`src/design/bisection_square_root_macros.svh`:
```
// Assertion macros shared by the bisection square root block.
`ifndef BISECTION_SQUARE_ROOT_MACROS_SVH
`define BISECTION_SQUARE_ROOT_MACROS_SVH

// Same-cycle implication, checked on every rising edge outside reset.
`define BSR_ASSERT_NOW(lbl, ante, cons, msg) \
  lbl: assert property (@(posedge clk) disable iff (!rst_n) (ante) |-> (cons)) \
    else $error(msg);

// Next-cycle implication, checked on every rising edge outside reset.
`define BSR_ASSERT_NEXT(lbl, ante, cons, msg) \
  lbl: assert property (@(posedge clk) disable iff (!rst_n) (ante) |=> (cons)) \
    else $error(msg);

`endif

```
`src/design/bsr_pkg.sv`:
```
`default_nettype none

package bsr_pkg;

  // Number format of the radicand and the root.
  localparam int FRAC_BITS  = 16;
  localparam int INT_BITS   = 16;
  localparam int ROOT_W     = INT_BITS + FRAC_BITS;
  // Exact square and radicand aligned to 2*FRAC_BITS fraction bits.
  localparam int SQ_W       = 2 * ROOT_W;
  localparam int TGT_W      = ROOT_W + FRAC_BITS;

  // Port widths fixed by the field definitions.
  localparam int DATA_W     = 32;
  localparam int TOL_W      = 32;
  localparam int STEP_W     = 8;
  localparam int CFG_IDX_W  = 1;

  // Configuration register indexes.
  localparam logic [CFG_IDX_W-1:0] REG_TOLERANCE  = 1'b0;
  localparam logic [CFG_IDX_W-1:0] REG_ITER_LIMIT = 1'b1;

  // Reset values of the configuration registers.
  localparam logic [TOL_W-1:0]  TOL_RESET   = TOL_W'(4295);
  localparam logic [STEP_W-1:0] LIMIT_RESET = STEP_W'(100);

  // Commands from the controller to the datapath.
  typedef struct packed {
    logic load;
    logic square;
    logic step;
  } bsr_cmd_t;

  // Status from the datapath to the controller.
  typedef struct packed {
    logic tol_met;
    logic positive;
  } bsr_status_t;

endpackage

`default_nettype wire

```
`src/design/bsr_datapath.sv`:
```
`default_nettype none

module bsr_datapath (
  input  wire logic                          clk,
  input  wire bsr_pkg::bsr_cmd_t             cmd,
  input  wire logic [bsr_pkg::DATA_W-1:0]    radicand,
  input  wire logic [bsr_pkg::TOL_W-1:0]     tolerance,
  output bsr_pkg::bsr_status_t               status,
  output logic [bsr_pkg::ROOT_W-1:0]         root
);

  localparam logic [bsr_pkg::ROOT_W-1:0] ONE = bsr_pkg::ROOT_W'(1) << bsr_pkg::FRAC_BITS;

  logic [bsr_pkg::ROOT_W-1:0] low_r, low_nxt;
  logic [bsr_pkg::ROOT_W-1:0] high_r, high_nxt;
  logic [bsr_pkg::ROOT_W-1:0] root_r, root_nxt;
  logic [bsr_pkg::ROOT_W-1:0] mid_lo_r, mid_lo_nxt;
  logic [bsr_pkg::ROOT_W-1:0] mid_hi_r, mid_hi_nxt;
  logic [bsr_pkg::SQ_W-1:0]   sq_r, sq_nxt;
  logic [bsr_pkg::TGT_W-1:0]  target_r, target_nxt;

  logic [bsr_pkg::ROOT_W-1:0] n;
  logic [bsr_pkg::ROOT_W-1:0] init_low;
  logic [bsr_pkg::ROOT_W-1:0] init_high;
  logic [bsr_pkg::ROOT_W:0]   init_sum;
  logic [bsr_pkg::ROOT_W:0]   lo_sum;
  logic [bsr_pkg::ROOT_W:0]   hi_sum;
  logic [bsr_pkg::SQ_W-1:0]   target_ext;
  logic [bsr_pkg::SQ_W-1:0]   diff_pos;
  logic [bsr_pkg::SQ_W-1:0]   diff_neg;
  logic [bsr_pkg::SQ_W-1:0]   magnitude;
  logic                       positive;

  // Initial bracket: min(1, n) and max(1, n), with the floored midpoint.
  assign n         = radicand[bsr_pkg::ROOT_W-1:0];
  assign init_low  = (n < ONE) ? n : ONE;
  assign init_high = (n > ONE) ? n : ONE;
  assign init_sum  = {1'b0, init_low} + {1'b0, init_high};

  // Both candidate midpoints are prepared while the square is formed.
  assign lo_sum = {1'b0, low_r} + {1'b0, root_r};
  assign hi_sum = {1'b0, root_r} + {1'b0, high_r};

  // Error of the current guess against n at 2*FRAC_BITS fraction bits.
  assign target_ext = bsr_pkg::SQ_W'(target_r);
  assign diff_pos   = sq_r - target_ext;
  assign diff_neg   = target_ext - sq_r;
  assign positive   = sq_r > target_ext;
  assign magnitude  = positive ? diff_pos : diff_neg;

  assign status.positive = positive;
  assign status.tol_met  = magnitude <= bsr_pkg::SQ_W'(tolerance);
  assign root            = root_r;

  // Next values of the search registers.
  always_comb begin
    low_nxt    = low_r;
    high_nxt   = high_r;
    root_nxt   = root_r;
    mid_lo_nxt = mid_lo_r;
    mid_hi_nxt = mid_hi_r;
    sq_nxt     = sq_r;
    target_nxt = target_r;
    if (cmd.load) begin
      low_nxt    = init_low;
      high_nxt   = init_high;
      root_nxt   = init_sum[bsr_pkg::ROOT_W:1];
      target_nxt = {n, bsr_pkg::FRAC_BITS'(0)};
    end else if (cmd.square) begin
      sq_nxt     = bsr_pkg::SQ_W'(root_r) * bsr_pkg::SQ_W'(root_r);
      mid_lo_nxt = lo_sum[bsr_pkg::ROOT_W:1];
      mid_hi_nxt = hi_sum[bsr_pkg::ROOT_W:1];
    end else if (cmd.step) begin
      if (positive) begin
        high_nxt = root_r;
        root_nxt = mid_lo_r;
      end else begin
        low_nxt  = root_r;
        root_nxt = mid_hi_r;
      end
    end
  end

  always_ff @(posedge clk) begin
    low_r    <= low_nxt;
    high_r   <= high_nxt;
    root_r   <= root_nxt;
    mid_lo_r <= mid_lo_nxt;
    mid_hi_r <= mid_hi_nxt;
    sq_r     <= sq_nxt;
    target_r <= target_nxt;
  end

endmodule

`default_nettype wire

```
`src/design/bsr_ctrl.sv`:
```
`default_nettype none

module bsr_ctrl (
  input  wire logic                          clk,
  input  wire logic                          rst_n,
  input  wire logic                          start,
  input  wire logic [bsr_pkg::STEP_W-1:0]    iteration_limit,
  input  wire bsr_pkg::bsr_status_t          status,
  output bsr_pkg::bsr_cmd_t                  cmd,
  output logic                               busy,
  output logic                               out_valid,
  output logic [bsr_pkg::STEP_W-1:0]         out_steps_used,
  output logic                               out_converged
);

  localparam logic [1:0] S_IDLE   = 2'd0;
  localparam logic [1:0] S_SQUARE = 2'd1;
  localparam logic [1:0] S_EVAL   = 2'd2;

  logic [1:0]                  state_r, state_nxt;
  logic [bsr_pkg::STEP_W-1:0]  steps_r, steps_nxt;
  logic                        valid_r, valid_nxt;
  logic [bsr_pkg::STEP_W-1:0]  res_steps_r, res_steps_nxt;
  logic                        res_conv_r, res_conv_nxt;
  logic                        finish;

  // The search ends on a met tolerance or on the step limit.
  assign finish = status.tol_met || (steps_r == iteration_limit);

  // Sequencer: load, then alternate squaring and evaluation.
  always_comb begin
    state_nxt     = state_r;
    steps_nxt     = steps_r;
    valid_nxt     = 1'b0;
    res_steps_nxt = res_steps_r;
    res_conv_nxt  = res_conv_r;
    cmd           = '0;
    case (state_r)
      S_IDLE: begin
        if (start) begin
          cmd.load  = 1'b1;
          steps_nxt = '0;
          state_nxt = S_SQUARE;
        end
      end
      S_SQUARE: begin
        cmd.square = 1'b1;
        state_nxt  = S_EVAL;
      end
      S_EVAL: begin
        if (finish) begin
          valid_nxt     = 1'b1;
          res_steps_nxt = steps_r;
          res_conv_nxt  = status.tol_met;
          state_nxt     = S_IDLE;
        end else begin
          cmd.step  = 1'b1;
          steps_nxt = steps_r + 1'b1;
          state_nxt = S_SQUARE;
        end
      end
      default: begin
        state_nxt = S_IDLE;
      end
    endcase
  end

  always_ff @(posedge clk) begin
    if (!rst_n) begin
      state_r <= S_IDLE;
      valid_r <= 1'b0;
    end else begin
      state_r <= state_nxt;
      valid_r <= valid_nxt;
    end
    steps_r     <= steps_nxt;
    res_steps_r <= res_steps_nxt;
    res_conv_r  <= res_conv_nxt;
  end

  assign busy           = (state_r != S_IDLE);
  assign out_valid      = valid_r;
  assign out_steps_used = res_steps_r;
  assign out_converged  = res_conv_r;

endmodule

`default_nettype wire

```
`src/design/bisection_square_root.sv`:
```
// Bisection square root of an unsigned Q16.16 value. A transaction is taken
// when start is high while busy is low; busy then stays high until the result
// is produced. Each bisection step is a squaring in the 32x32 multiplier
// followed by an error compare and bound update, and a new transaction can
// start in the cycle the result is shown. The result appears on out_root,
// out_steps_used and out_converged for exactly one cycle with out_valid
// high; the receiver cannot stall it, so it must take it then.
// Configuration is written through cfg_we/cfg_index/cfg_wdata; the user must
// write it only while idle, as the block itself does not enforce this.
`default_nettype none
`include "bisection_square_root_macros.svh"

module bisection_square_root (
  input  wire logic                            clk,
  input  wire logic                            rst_n,
  input  wire logic                            start,
  output logic                                 busy,
  input  wire logic [bsr_pkg::DATA_W-1:0]      in_radicand,
  output logic                                 out_valid,
  output logic [bsr_pkg::DATA_W-1:0]           out_root,
  output logic [bsr_pkg::STEP_W-1:0]           out_steps_used,
  output logic                                 out_converged,
  input  wire logic                            cfg_we,
  input  wire logic [bsr_pkg::CFG_IDX_W-1:0]   cfg_index,
  input  wire logic [bsr_pkg::TOL_W-1:0]       cfg_wdata
);

  logic [bsr_pkg::TOL_W-1:0]  tolerance_r;
  logic [bsr_pkg::STEP_W-1:0] limit_r;
  bsr_pkg::bsr_cmd_t          cmd;
  bsr_pkg::bsr_status_t       status;
  logic [bsr_pkg::ROOT_W-1:0] root;

  // Configuration registers.
  always_ff @(posedge clk) begin
    if (!rst_n) begin
      tolerance_r <= bsr_pkg::TOL_RESET;
      limit_r     <= bsr_pkg::LIMIT_RESET;
    end else if (cfg_we) begin
      case (cfg_index)
        bsr_pkg::REG_TOLERANCE:  tolerance_r <= cfg_wdata;
        bsr_pkg::REG_ITER_LIMIT: limit_r     <= cfg_wdata[bsr_pkg::STEP_W-1:0];
        default: begin
        end
      endcase
    end
  end

  bsr_ctrl u_ctrl (
    .clk             (clk),
    .rst_n           (rst_n),
    .start           (start),
    .iteration_limit (limit_r),
    .status          (status),
    .cmd             (cmd),
    .busy            (busy),
    .out_valid       (out_valid),
    .out_steps_used  (out_steps_used),
    .out_converged   (out_converged)
  );

  bsr_datapath u_datapath (
    .clk       (clk),
    .cmd       (cmd),
    .radicand  (in_radicand),
    .tolerance (tolerance_r),
    .status    (status),
    .root      (root)
  );

  assign out_root = bsr_pkg::DATA_W'(root);

  // A result is only shown once the sequencer has returned to idle.
  `BSR_ASSERT_NOW(a_valid_idle, out_valid, !busy, "result shown while busy")

  // An accepted transaction makes the block busy in the next cycle.
  `BSR_ASSERT_NEXT(a_start_busy, start && !busy, busy, "accepted start did not raise busy")

  // The step count never exceeds the configured limit.
  `BSR_ASSERT_NOW(a_steps_limit, out_valid, out_steps_used <= limit_r,
                  "steps used exceed the iteration limit")

  // A non-converged result only comes from running out of steps.
  `BSR_ASSERT_NOW(a_noconv_limit, out_valid && !out_converged, out_steps_used == limit_r,
                  "non-converged result before the iteration limit")

endmodule

`default_nettype wire

```
`config.mk`:
```
export PLATFORM = sky130hd
export DESIGN_NAME = bisection_square_root
export DESIGN_NICKNAME = d
export VERILOG_FILES = /design/src/design/bsr_pkg.sv /design/src/design/bsr_datapath.sv /design/src/design/bsr_ctrl.sv /design/src/design/bisection_square_root.sv
export VERILOG_INCLUDE_DIRS = /design/src /design/src/design
export SDC_FILE = /design/constraint.sdc
export NUM_CORES = 2
export LEC_CHECK = 0
export ABC_AREA = 1
export BUFFER_PORTS_ARGS = -buffer_cell sky130_fd_sc_hd__buf_2
export CAP_MARGIN = 20
export CORE_ASPECT_RATIO = 1.5
export CORE_MARGIN = 2
export CORE_UTILIZATION = 41
export DETAILED_ROUTE_END_ITERATION = 10
export SLEW_MARGIN = 25
export SYNTH_ARGS = -nofsm -noshare
export SYNTH_HDL_FRONTEND = slang
export SYNTH_SLANG_ARGS = --single-unit
```
`constraint.sdc`:
```
create_clock -name clk -period 9.65 [get_ports clk]
set_input_delay 0.965 -clock clk [delete_from_list [all_inputs] [get_ports clk]]
set_output_delay 0.965 -clock clk [all_outputs]
set_load 0.03 [all_outputs]
```
==> results_dict.tcl <==
set metrics [dict create \
    vias_per_cell 5.101 \
    ant_nets 0 \
    cp-end-kind "flop" \
    numPortBuffers 111 \
    period_minus_slack_ps 8904 \
    critPathKind "flop to flop" \
    cpMostUsedCell "fa_1" \
    synth_seq_cells 315 \
    yosysWarnings 0 \
    synth_edf_count 272 \
    start_util_pct 41.16 \
    utilization_pct 44.19 \
    fmax_mhz 112.3 \
    num_vias 43516 \
    hold-worst-slack_ps 465.5 \
    drive_gt1_share_pct 4.657 \
    overflow 0 \
    syn_avg_cell_area_um2 7.955 \
    die_area_um2 133000 \
    nets 8135 \
    crit_required_ps 9980 \
    drc 0 \
    maxCapViolations 0 \
    cp_slowest_cell "edfxtp_1" \
    cts-resized-gates 0 \
    hold_buffers 0 \
    clock-sinks 315 \
    fp-row-count 162 \
    setup_viol 0 \
    slew_viol_final 0 \
    slowest_delay_ps 1020 \
    async_reset_ff_share_pct 0 \
    syn2layout_area_growth_pct 7.372 \
    dieWidth_um 298.4 \
    cts_buffers 34 \
    grt_pass1_wl_um 277400 \
    h-tree-depth 2 \
    yosysSeqAreaShare_pct 16.94 \
    core_area_um2 129500 \
    antenna_found_initial 9 \
    drtPass1Iterations 6 \
    hold_violations 0 \
    cp_max_fo 18 \
    groute.usage.overall_pct 27.96 \
    synthTopCellsByArea "fa_1 30%, edfxtp_1 15%, inv_1 12%" \
    max_slew_margin_pct 28.47 \
    status "finished, final reports clean" \
    grt_pass1_vias 47176 \
    grt_max_degree 64 \
    dieHeight_um 445.6 \
    post-route-period-util_pct 92.27 \
    clockBufferDepth 3 \
    fin_skew_ps 50.77 \
    clock-root-buffer "clkbuf_16" \
    wl_um 184400 \
    clk_latency_ps 610 \
    ys_dominant_reg_cell "edfxtp_1" \
    clkTransAtPathRegs_ps 90 \
    syn_inst 6701 \
    cts_tree "yes" \
    rsz0062_at_grt "no" \
    netlist_area_um2 53310 \
    synth_cell_types 55 \
    gp_congestion 0.9808 \
    drtIter0Drc 2689 \
    worst_slew_pin_slew_ps 1073 \
    io_pins 112 \
    postCtsSetupBuffers 0 \
    min_path_type "flop to flop" \
    fin_tns_setup_ps 0 \
    arrival_ps 9230 \
    wl_per_cell_um 21.61 \
    yosysTopAreaCellShare_pct 29.93 \
    start_kind "flop" \
    dpl.hpwl_um 156200 \
    synth_top_area_cell "fa_1" \
]
## layer usage
| metal | track usage [%] | share of wire (%) |
|---|---|---|
| met5 | 0 | 0.026 |
| met4 | 17.32 | 7.3 |
| met3 | 2.668 | 3.8 |
| met2 | 54.52 | 55 |
| met1 | 28.20 | 34 |
## synth_stat cells, types with 4 or more instances
master	instances
a21o_1	11
nor4_1	14
xor2_1	129
o21a_1	31
a31oi_1	37
o21ai_1	19
o31ai_1	5
a21oi_1	331
inv_2	9
buf_2	14
ha_1	488
nand2_1	1507
clkbuf_1	148
o21ai_0	199
fa_1	797
o211ai_1	12
a31o_2	5
o221ai_1	5
inv_1	1765
nand3b_1	6
nor2_1	401
o21bai_1	34
nand4_1	39
dfxtp_1	43
xnor2_1	79
nand3_1	151
a21boi_0	14
nand2_2	10
nor2_2	4
or2_2	10
edfxtp_1	272
a221oi_1	7
a22oi_1	31
buf_1	9
nor3_1	29
## sequential cells by signal, indices dropped and copies added (netlist names)
name / count
u_datapath.sq_r: 63
tolerance_r: 32
u_datapath.high_r: 32
u_datapath.low_r: 32
u_datapath.mid_hi_r: 32
u_datapath.mid_lo_r: 32
u_datapath.root: 32
u_datapath.target_r: 32
limit_r: 8
u_ctrl.out_steps_used: 8
u_ctrl.steps_r: 8
u_ctrl.state_r: 2
u_ctrl.out_converged: 1
u_ctrl.out_valid: 1
## layout make-up
type / count / area (um^2)
Clock buffer: 37 / 862.1
Tap cell: 1722 / 2155
Multi-Input combinational cell: 4451 / 37020
Timing Repair Buffer: 203 / 1274
Clock inverter: 25 / 227.7
Sequential cell: 315 / 9029
Antenna cell: 2 / 5.005
Fill cell: 13132 / 72290
Inverter: 1776 / 6669
## kinds of logic after synthesis
logic type | count (synthesis) | synth area share [%]
simple gates | 2184 | 16.36
other cells | 2 | 0.01409
fa+ha+maj | 1285 | 41.39
buf+inv | 1949 | 13.78
compound gates | 758 | 8.105
xor+xnor | 208 | 3.418
flops | 315 | 16.94
## path summary, 6_finish.rpt
check             depth (start not counted)  slack [ps]               start                   to
hold / removal                            2         470      tolerance_r[3]       tolerance_r[3]
setup / recovery                         25         750  u_datapath.root[4]  u_datapath.sq_r[57]
setup reg to reg                         25         750  u_datapath.root[4]  u_datapath.sq_r[57]
hold reg to reg                           2         470      tolerance_r[3]       tolerance_r[3]
## per-stage QoR
stage / setup WS (ps) / cell area, um^2 / cells
floorplan: 2162 / 53360 / 6715
global placement: 866.0 / 56110 / 8465
detailed placement: 911.1 / 56140 / 8467
CTS: 857.1 / 57230 / 8529
global route: 533.5 / 57240 / 8531
finish: 746.1 / 57240 / 8531
## critical path, delay by kind of cell (launching register included)
kind | cells | cell delay (ps)
simple gates | 5 | 980
fa+ha+maj | 9 | 3860
compound gates | 5 | 1910
xor+xnor | 1 | 150
buf+inv | 5 | 670
flops | 1 | 1020
## cells in the final DEF (no fill, tap or decap), types with 12 or more instances in the layout
cell / Yosys / final
inv_1: 1765 / 1764
o21ai_0: 199 / 199
buf_4: 1 / 89
a21oi_1: 331 / 331
o21ai_1: 19 / 19
o211ai_1: 12 / 12
a22oi_1: 31 / 31
edfxtp_1: 272 / 272
buf_2: 14 / 111
conb_1: 2 / 16
nand3_1: 151 / 151
fa_1: 797 / 797
xor2_1: 129 / 129
ha_1: 488 / 488
dfxtp_1: 43 / 43
nor3_1: 29 / 29
a31oi_1: 37 / 37
o21a_1: 31 / 31
nand2_1: 1507 / 1506
nor4_1: 14 / 14
clkbuf_16: 0 / 34
o21bai_1: 34 / 34
nand4_1: 39 / 39
nor2_1: 401 / 398
a21boi_0: 14 / 14
xnor2_1: 79 / 79
Power is not shown: default switching activity piles up to over one toggle a cycle in this logic, so the estimate is an artifact.
